===== src/hw/rtl/pldrv_pkg.sv =====
// ----------------------------------------------------------------------------
// pldrv_pkg
// Shared types, widths and helpers for the line follower drive unit.
// ----------------------------------------------------------------------------
package pldrv_pkg;

   // Accumulator width of the trapezoidal integral.
   localparam int SUM_WIDTH  = 24;
   // Fraction bits of the Q8.8 gains.
   localparam int FRAC_BITS  = 8;

   // Operand and product widths, derived from the field widths.
   localparam int GAIN_W     = 16;
   localparam int ERR_W      = 8;
   localparam int DIFF_W     = ERR_W + 1;
   localparam int PROD_P_W   = GAIN_W + ERR_W;
   localparam int PROD_I_W   = GAIN_W + SUM_WIDTH;
   localparam int PROD_D_W   = GAIN_W + DIFF_W;
   localparam int Q_W        = PROD_I_W + 2;
   localparam int CORR_W     = Q_W - FRAC_BITS;
   localparam int DRV_W      = CORR_W + 2;

   // Configuration port widths.
   localparam int CSR_IDX_W  = 3;
   localparam int CSR_DATA_W = 16;

   // Wheel command limits.
   localparam logic signed [7:0]       DRIVE_HI = 8'sd100;
   localparam logic signed [7:0]       DRIVE_LO = -8'sd100;
   localparam logic signed [DRV_W-1:0] DRV_MAX  = DRV_W'(100);
   localparam logic signed [DRV_W-1:0] DRV_MIN  = -DRV_MAX;

   // Accumulator limits.
   localparam logic signed [SUM_WIDTH:0] SUM_MAX = (SUM_WIDTH+1)'((64'sd1 <<< (SUM_WIDTH-1)) - 1);
   localparam logic signed [SUM_WIDTH:0] SUM_MIN = -SUM_MAX - (SUM_WIDTH+1)'(1);

   // Register indexes of the configuration port.
   typedef enum logic [CSR_IDX_W-1:0] {
      CSR_TARGET_LEVEL = 3'd0,
      CSR_BASE_POWER   = 3'd1,
      CSR_PROP_GAIN    = 3'd2,
      CSR_INTEG_GAIN   = 3'd3,
      CSR_DERIV_GAIN   = 3'd4,
      CSR_TURN_OFFSET  = 3'd5,
      CSR_FOLLOW_SIDE  = 3'd6
   } csr_index_type;

   // Clamp a wide wheel command to the +-100 range.
   function automatic logic signed [7:0] sat_drive(input logic signed [DRV_W-1:0] v);
      logic signed [7:0] r;
      if (v > DRV_MAX) begin
         r = DRIVE_HI;
      end else if (v < DRV_MIN) begin
         r = DRIVE_LO;
      end else begin
         r = v[7:0];
      end
      return r;
   endfunction

endpackage


===== src/hw/rtl/pid_line_follower_drive_unit.sv =====
// ----------------------------------------------------------------------------
// pid_line_follower_drive_unit
// Line follower PID drive: trapezoidal integral, Q8.8 gains, two wheel outputs.
// ----------------------------------------------------------------------------
// Path: an accepted request enters an input register holding error and
// integral, then the result register, which raises rsp_valid; rsp_stall can hold it.
// Throughput: one request per cycle; req_stall rises only when both registers
// are full and rsp_stall is high.
// Reset: registers return to their defaults (target 50, all else zero),
// integral and last error clear, and both stages empty.
module pid_line_follower_drive_unit
   import pldrv_pkg::*;
(
   input  logic                   clock,
   input  logic                   reset,
   // Request channel
   input  logic                   req_valid,
   output logic                   req_stall,
   input  logic [6:0]             req_brightness,
   // Result channel
   output logic                   rsp_valid,
   input  logic                   rsp_stall,
   output logic signed [7:0]      rsp_left_drive,
   output logic signed [7:0]      rsp_right_drive,
   // Configuration write channel
   input  logic                   csr_valid,
   output logic                   csr_ready,
   input  logic [CSR_IDX_W-1:0]   csr_index,
   input  logic [CSR_DATA_W-1:0]  csr_data
);

   // Configuration registers.
   logic [6:0]               target_level_ff;
   logic signed [7:0]        base_power_ff;
   logic signed [GAIN_W-1:0] prop_gain_ff;
   logic signed [GAIN_W-1:0] integ_gain_ff;
   logic signed [GAIN_W-1:0] deriv_gain_ff;
   logic signed [8:0]        turn_offset_ff;
   logic                     follow_side_ff;

   // Controller state.
   logic signed [SUM_WIDTH-1:0] error_sum_ff, error_sum_in;
   logic signed [ERR_W-1:0]     last_error_ff, err_in;
   logic signed [DIFF_W-1:0]    diff_in;
   logic signed [SUM_WIDTH:0]   sum_raw;

   // Input register: error, integral and difference.
   logic                        s1_valid_ff;
   logic signed [ERR_W-1:0]     s1_err_ff;
   logic signed [SUM_WIDTH-1:0] s1_sum_ff;
   logic signed [DIFF_W-1:0]    s1_diff_ff;

   // Gain products.
   logic signed [PROD_P_W-1:0]  prod_p;
   logic signed [PROD_I_W-1:0]  prod_i;
   logic signed [PROD_D_W-1:0]  prod_d;

   // Result register.
   logic                        rsp_valid_ff;
   logic signed [7:0]           rsp_left_ff, rsp_left_in;
   logic signed [7:0]           rsp_right_ff, rsp_right_in;

   logic out_ready, s1_ready, req_accept;
   logic signed [Q_W-1:0]    q_sum;
   logic signed [CORR_W-1:0] corr;
   logic signed [7:0]        half_turn;
   logic signed [DRV_W-1:0]  drive_minus, drive_plus;

   // Flow control: a stage loads when it is empty or its successor is
   // taking its contents.
   assign out_ready  = !rsp_valid_ff || !rsp_stall;
   assign s1_ready   = !s1_valid_ff || out_ready;
   assign req_stall  = !s1_ready;
   assign req_accept = req_valid && s1_ready;
   assign csr_ready  = 1'b1;

   // Configuration writes; unknown indexes are ignored.
   always_ff @(posedge clock) begin
      if (reset) begin
         target_level_ff <= 7'd50;
         base_power_ff   <= '0;
         prop_gain_ff    <= '0;
         integ_gain_ff   <= '0;
         deriv_gain_ff   <= '0;
         turn_offset_ff  <= '0;
         follow_side_ff  <= 1'b0;
      end else if (csr_valid) begin
         unique case (csr_index)
            CSR_TARGET_LEVEL: target_level_ff <= csr_data[6:0];
            CSR_BASE_POWER:   base_power_ff   <= csr_data[7:0];
            CSR_PROP_GAIN:    prop_gain_ff    <= csr_data;
            CSR_INTEG_GAIN:   integ_gain_ff   <= csr_data;
            CSR_DERIV_GAIN:   deriv_gain_ff   <= csr_data;
            CSR_TURN_OFFSET:  turn_offset_ff  <= csr_data[8:0];
            CSR_FOLLOW_SIDE:  follow_side_ff  <= csr_data[0];
            default: ;
         endcase
      end
   end

   // Error, saturating trapezoidal integral and error difference.
   always_comb begin
      err_in  = $signed({1'b0, req_brightness}) - $signed({1'b0, target_level_ff});
      diff_in = DIFF_W'(err_in) - DIFF_W'(last_error_ff);
      sum_raw = (SUM_WIDTH+1)'(error_sum_ff) + (SUM_WIDTH+1)'(err_in)
                + (SUM_WIDTH+1)'(last_error_ff);
      if (sum_raw > SUM_MAX) begin
         error_sum_in = SUM_MAX[SUM_WIDTH-1:0];
      end else if (sum_raw < SUM_MIN) begin
         error_sum_in = SUM_MIN[SUM_WIDTH-1:0];
      end else begin
         error_sum_in = sum_raw[SUM_WIDTH-1:0];
      end
   end

   // Controller state advances with each accepted request.
   always_ff @(posedge clock) begin
      if (reset) begin
         error_sum_ff  <= '0;
         last_error_ff <= '0;
      end else if (req_accept) begin
         error_sum_ff  <= error_sum_in;
         last_error_ff <= err_in;
      end
   end

   // Input register.
   always_ff @(posedge clock) begin
      if (reset) begin
         s1_valid_ff <= 1'b0;
      end else if (s1_ready) begin
         s1_valid_ff <= req_valid;
      end
   end

   always_ff @(posedge clock) begin
      if (req_accept) begin
         s1_err_ff  <= err_in;
         s1_sum_ff  <= error_sum_in;
         s1_diff_ff <= diff_in;
      end
   end

   // Three independent gain multiplies.
   assign prod_p = PROD_P_W'(prop_gain_ff)  * PROD_P_W'(s1_err_ff);
   assign prod_i = PROD_I_W'(integ_gain_ff) * PROD_I_W'(s1_sum_ff);
   assign prod_d = PROD_D_W'(deriv_gain_ff) * PROD_D_W'(s1_diff_ff);

   // Sum the products, floor to an integer and form both wheel commands.
   always_comb begin
      q_sum       = Q_W'(prod_p) + Q_W'(prod_i) + Q_W'(prod_d);
      corr        = $signed(q_sum[Q_W-1:FRAC_BITS]);
      half_turn   = $signed(turn_offset_ff[8:1]);
      drive_minus = DRV_W'(base_power_ff) - DRV_W'(corr) + DRV_W'(half_turn);
      drive_plus  = DRV_W'(base_power_ff) + DRV_W'(corr) - DRV_W'(half_turn);
      if (follow_side_ff) begin
         rsp_left_in  = sat_drive(drive_plus);
         rsp_right_in = sat_drive(drive_minus);
      end else begin
         rsp_left_in  = sat_drive(drive_minus);
         rsp_right_in = sat_drive(drive_plus);
      end
   end

   // Result register.
   always_ff @(posedge clock) begin
      if (reset) begin
         rsp_valid_ff <= 1'b0;
      end else if (out_ready) begin
         rsp_valid_ff <= s1_valid_ff;
      end
   end

   always_ff @(posedge clock) begin
      if (out_ready && s1_valid_ff) begin
         rsp_left_ff  <= rsp_left_in;
         rsp_right_ff <= rsp_right_in;
      end
   end

   assign rsp_valid       = rsp_valid_ff;
   assign rsp_left_drive  = rsp_left_ff;
   assign rsp_right_drive = rsp_right_ff;

endmodule

===== config.mk =====
export PLATFORM = sky130hd
export DESIGN_NAME = pid_line_follower_drive_unit
export DESIGN_NICKNAME = d
export VERILOG_FILES = /design/src/hw/rtl/pldrv_pkg.sv /design/src/hw/rtl/pid_line_follower_drive_unit.sv
export SDC_FILE = /design/constraint.sdc
export NUM_CORES = 2
export LEC_CHECK = 0
export BUFFER_PORTS_ARGS = -buffer_cell sky130_fd_sc_hd__buf_4
export CAP_MARGIN = 30
export CORE_ASPECT_RATIO = 0.7
export CORE_UTILIZATION = 40
export CTS_CLUSTER_DIAMETER = 200
export DETAILED_ROUTE_END_ITERATION = 16
export SETUP_SLACK_MARGIN = 0.3
export SKIP_CTS_REPAIR_TIMING = 1
export SLEW_MARGIN = 20
export SYNTH_ARGS = -nofsm -noshare
export SYNTH_HDL_FRONTEND = slang
export SYNTH_SLANG_ARGS = --single-unit

===== constraint.sdc =====
create_clock -name clock -period 12.05 [get_ports clock]
set_clock_uncertainty 0.2 [all_clocks]
set_input_delay 1.205 -clock clock [delete_from_list [all_inputs] [get_ports clock]]
set_output_delay 1.205 -clock clock [all_outputs]
set_load 0.005 [all_outputs]

==> flow_summary.json <==
{
  "grt-ovfl-total": 0,
  "async_reset_ff_share_pct": 0,
  "instances_no_fill": 5847,
  "cts_buffer_depth": 2,
  "synth-xor-area-share_pct": 2.846,
  "wl_um": 109800,
  "synthesis.instances": 4227,
  "fillerInstances": 9166,
  "synth_compound_area_share_pct": 9.112,
  "gp_congestion": 0.9356,
  "boundaryPins": 50,
  "yosysSeqAreaShare_pct": 9.886,
  "dieArea_um2": 98210,
  "critical_path.max_fanout": 4,
  "fin_util_pct": 47.46,
  "via_count": 29890,
  "nets": 5701,
  "htree_num_levels": 4,
  "tightest_slew_ns": 0.9320,
  "syn_to_final_growth_pct": 17.54,
  "timing.final.hold_violations": 0,
  "synthSimpleGateAreaFrac_pct": 16.01,
  "period_needed_ns": 11.54,
  "cts.sinks": 163,
  "cp.arrival_ns": 11.55,
  "required_ns": 12.06,
  "die_h_um": 262.5,
  "grt_start_max_net_pins": 61,
  "grt_pass1_vias": 30100,
  "layout-drive-gt1-share_pct": 16.86,
  "ys_top_cells_by_count": "855 x inv_1, 847 x fa_1, 550 x nand2_1, 308 x and2_1, 252 x ha_1",
  "drv_cap": 0,
  "place_area_um2": 43140,
  "ys_seq_elements": 163,
  "cts_tree": "done",
  "start_util_pct": 40.38,
  "fmax_ghz": 0.08664,
  "syn_area_per_cell_um2": 9.174,
  "gr-usage-all-layers_pct": 22.77,
  "rsz0062_at_grt": "true",
  "first_iter_violations": 2152,
  "status": "finished clean",
  "wire_per_inst_um": 18.77,
  "coreArea_um2": 96040,
  "placedCellCount": 5756,
  "antenna_found_initial": 1,
  "synth_area_um2": 38780,
  "hold_path.class": "flop to flop",
  "end_kind": "flop",
  "design_area_um2": 45580,
  "netlist.area_leader.share_pct": 43.73,
  "first_pass_iters": 5,
  "synth_edf_count": 57,
  "maxSlewViolCount": 0,
  "cts-root-buf": "clkbuf_16",
  "slew_headroom_pct": 37.70,
  "synthAdderAreaFrac_pct": 51.96,
  "critPathSlowestCell": "fa_2",
  "timing.hold.ws_ns": 0.2575,
  "synth_top_family_by_area": "adder cells",
  "drc": 0,
  "yosys.cell_types.count": 91,
  "postRouteAntennaNets": 0,
  "path_clk_slew_ns": 0.08,
  "synth.area.mux_share_pct": 0.3194,
  "setup_viol": 0,
  "hpwl_um": 94440,
  "crit_top_cell": "fa_1",
  "crit_type": "flop to flop",
  "cts-buffers-inserted": 17,
  "rows": 95,
  "start_kind": "flop",
  "die_w_um": 374.1,
  "crit_path_max_incr_delay_ns": 0.63,
  "syn_nets": 5357,
  "ys.flop_type": "dfxtp_1",
  "avgViaCountPerCell": 5.112,
  "period_share_pct": 95.79,
  "grt_pass1_wl_um": 175200,
  "io_buffer_count": 48,
  "worstSkewPairLatency_ns": 0.47,
  "synth_area_leader_cell": "fa_1",
  "synth_area_leaders": "fa_1 44%, inv_1 8.3%, ha_1 8.1%",
  "yosysMostFrequentCell": "inv_1",
  "yosys_warnings": 0
}
==> path summary, 6_finish.rpt <==
kind	start	end	slack, ns	cells after the start
worst max-delay path	s1_err_ff[1]	rsp_right_drive[5]	0.51	41
worst min-delay path	last_error_ff[1]	last_error_ff[1]	0.26	2
worst max register to register	s1_err_ff[1]	rsp_right_drive[5]	0.51	41
worst min register to register	last_error_ff[1]	last_error_ff[1]	0.26	2
==> cells in the final DEF, fill, tap and decap left out, types with 14 or more instances in the layout <==
cell and instances:
ha_4 27, nand2_1 544, buf_6 18, inv_1 842
nor2_1 126, xor2_1 43, and3_1 17, nand2b_1 40
fa_1 826, a21oi_1 180, fa_2 21, o21ai_1 15
buf_12 17, a211oi_1 14, nand4_1 33, a21o_1 60
ha_1 222, edfxtp_1 57, nand3_1 34, nor2b_1 32
buf_4 445, nor3_1 23, dfxtp_2 17, xnor2_1 64
o21bai_1 20, o211ai_1 18, dfxtp_1 88, clkbuf_16 17
a21oi_2 26, and2_1 302, o21ai_0 61
==> metrics by stage <==
stage | setup WS [ns] | TNS [ns]
after detailed placement | -0.2005 | -1.739
after floorplan | 0.4779 | 0
after CTS | -0.2424 | -2.334
final | 0.5079 | 0
after global routing | 0.1719 | 0
after global placement | -0.02189 | -0.05869
==> area by class of cell <==
| cell class | count | area, µm² | share of cell area, % |
|---|---|---|---|
| clock inverters | 15 | 181.4 | 0.3981 |
| multi-input cells | 3051 | 32410 | 71.11 |
| inverters | 856 | 3213 | 7.050 |
| clock buffers | 17 | 425.4 | 0.9334 |
| diodes | 2 | 5.005 | 0.01098 |
| well taps | 1261 | 1578 | 3.462 |
| flip-flops and latches | 163 | 3859 | 8.466 |
| repair buffers | 482 | 3904 | 8.565 |
==> metal layers <==
metal | vias to the layer above | routed length, µm | track usage [%]
li1 | 13730 | - | -
met1 | 15230 | 53860 | 35.81
met2 | 856 | 47250 | 32.98
met3 | 69 | 7211 | 3.953
met4 | 0 | 1426 | 3.401
met5 | - | 0 | 0
==> registers in the layout (all words and copies together), names as in the netlist, 7 cells and up <==
register	cells
s1_sum_ff	24
deriv_gain_ff	16
rsp_left_drive	8
s1_diff_ff	9
turn_offset_ff	8
integ_gain_ff	16
last_error_ff	8
error_sum_ff	24
base_power_ff	8
rsp_right_drive	8
target_level_ff	7
s1_err_ff	8
prop_gain_ff	16
==> critical path, delay by kind of cell (launching register included) <==
kind / cells / cell delay [ns]
compound gates: 10 / 1.89
xor+xnor: 2 / 0.41
flops: 1 / 0.45
simple gates: 9 / 2.02
buf+inv: 9 / 1.18
fa+ha+maj: 11 / 5.09
==> kinds of logic (layout without fill, tap and decap cells) <==
family,Yosys count,after routing
AO/OA/AOI/OAI,547,547
XOR/XNOR,126,126
adder cells (fa/ha/maj),1103,1103
buffers and inverters,1013,1370
flip-flops,163,163
multiplexers,12,12
other,1,3
AND/OR/NAND/NOR,1262,1262
Power is not shown: default switching activity piles up to over one toggle a cycle in this logic, so the estimate is an artifact.
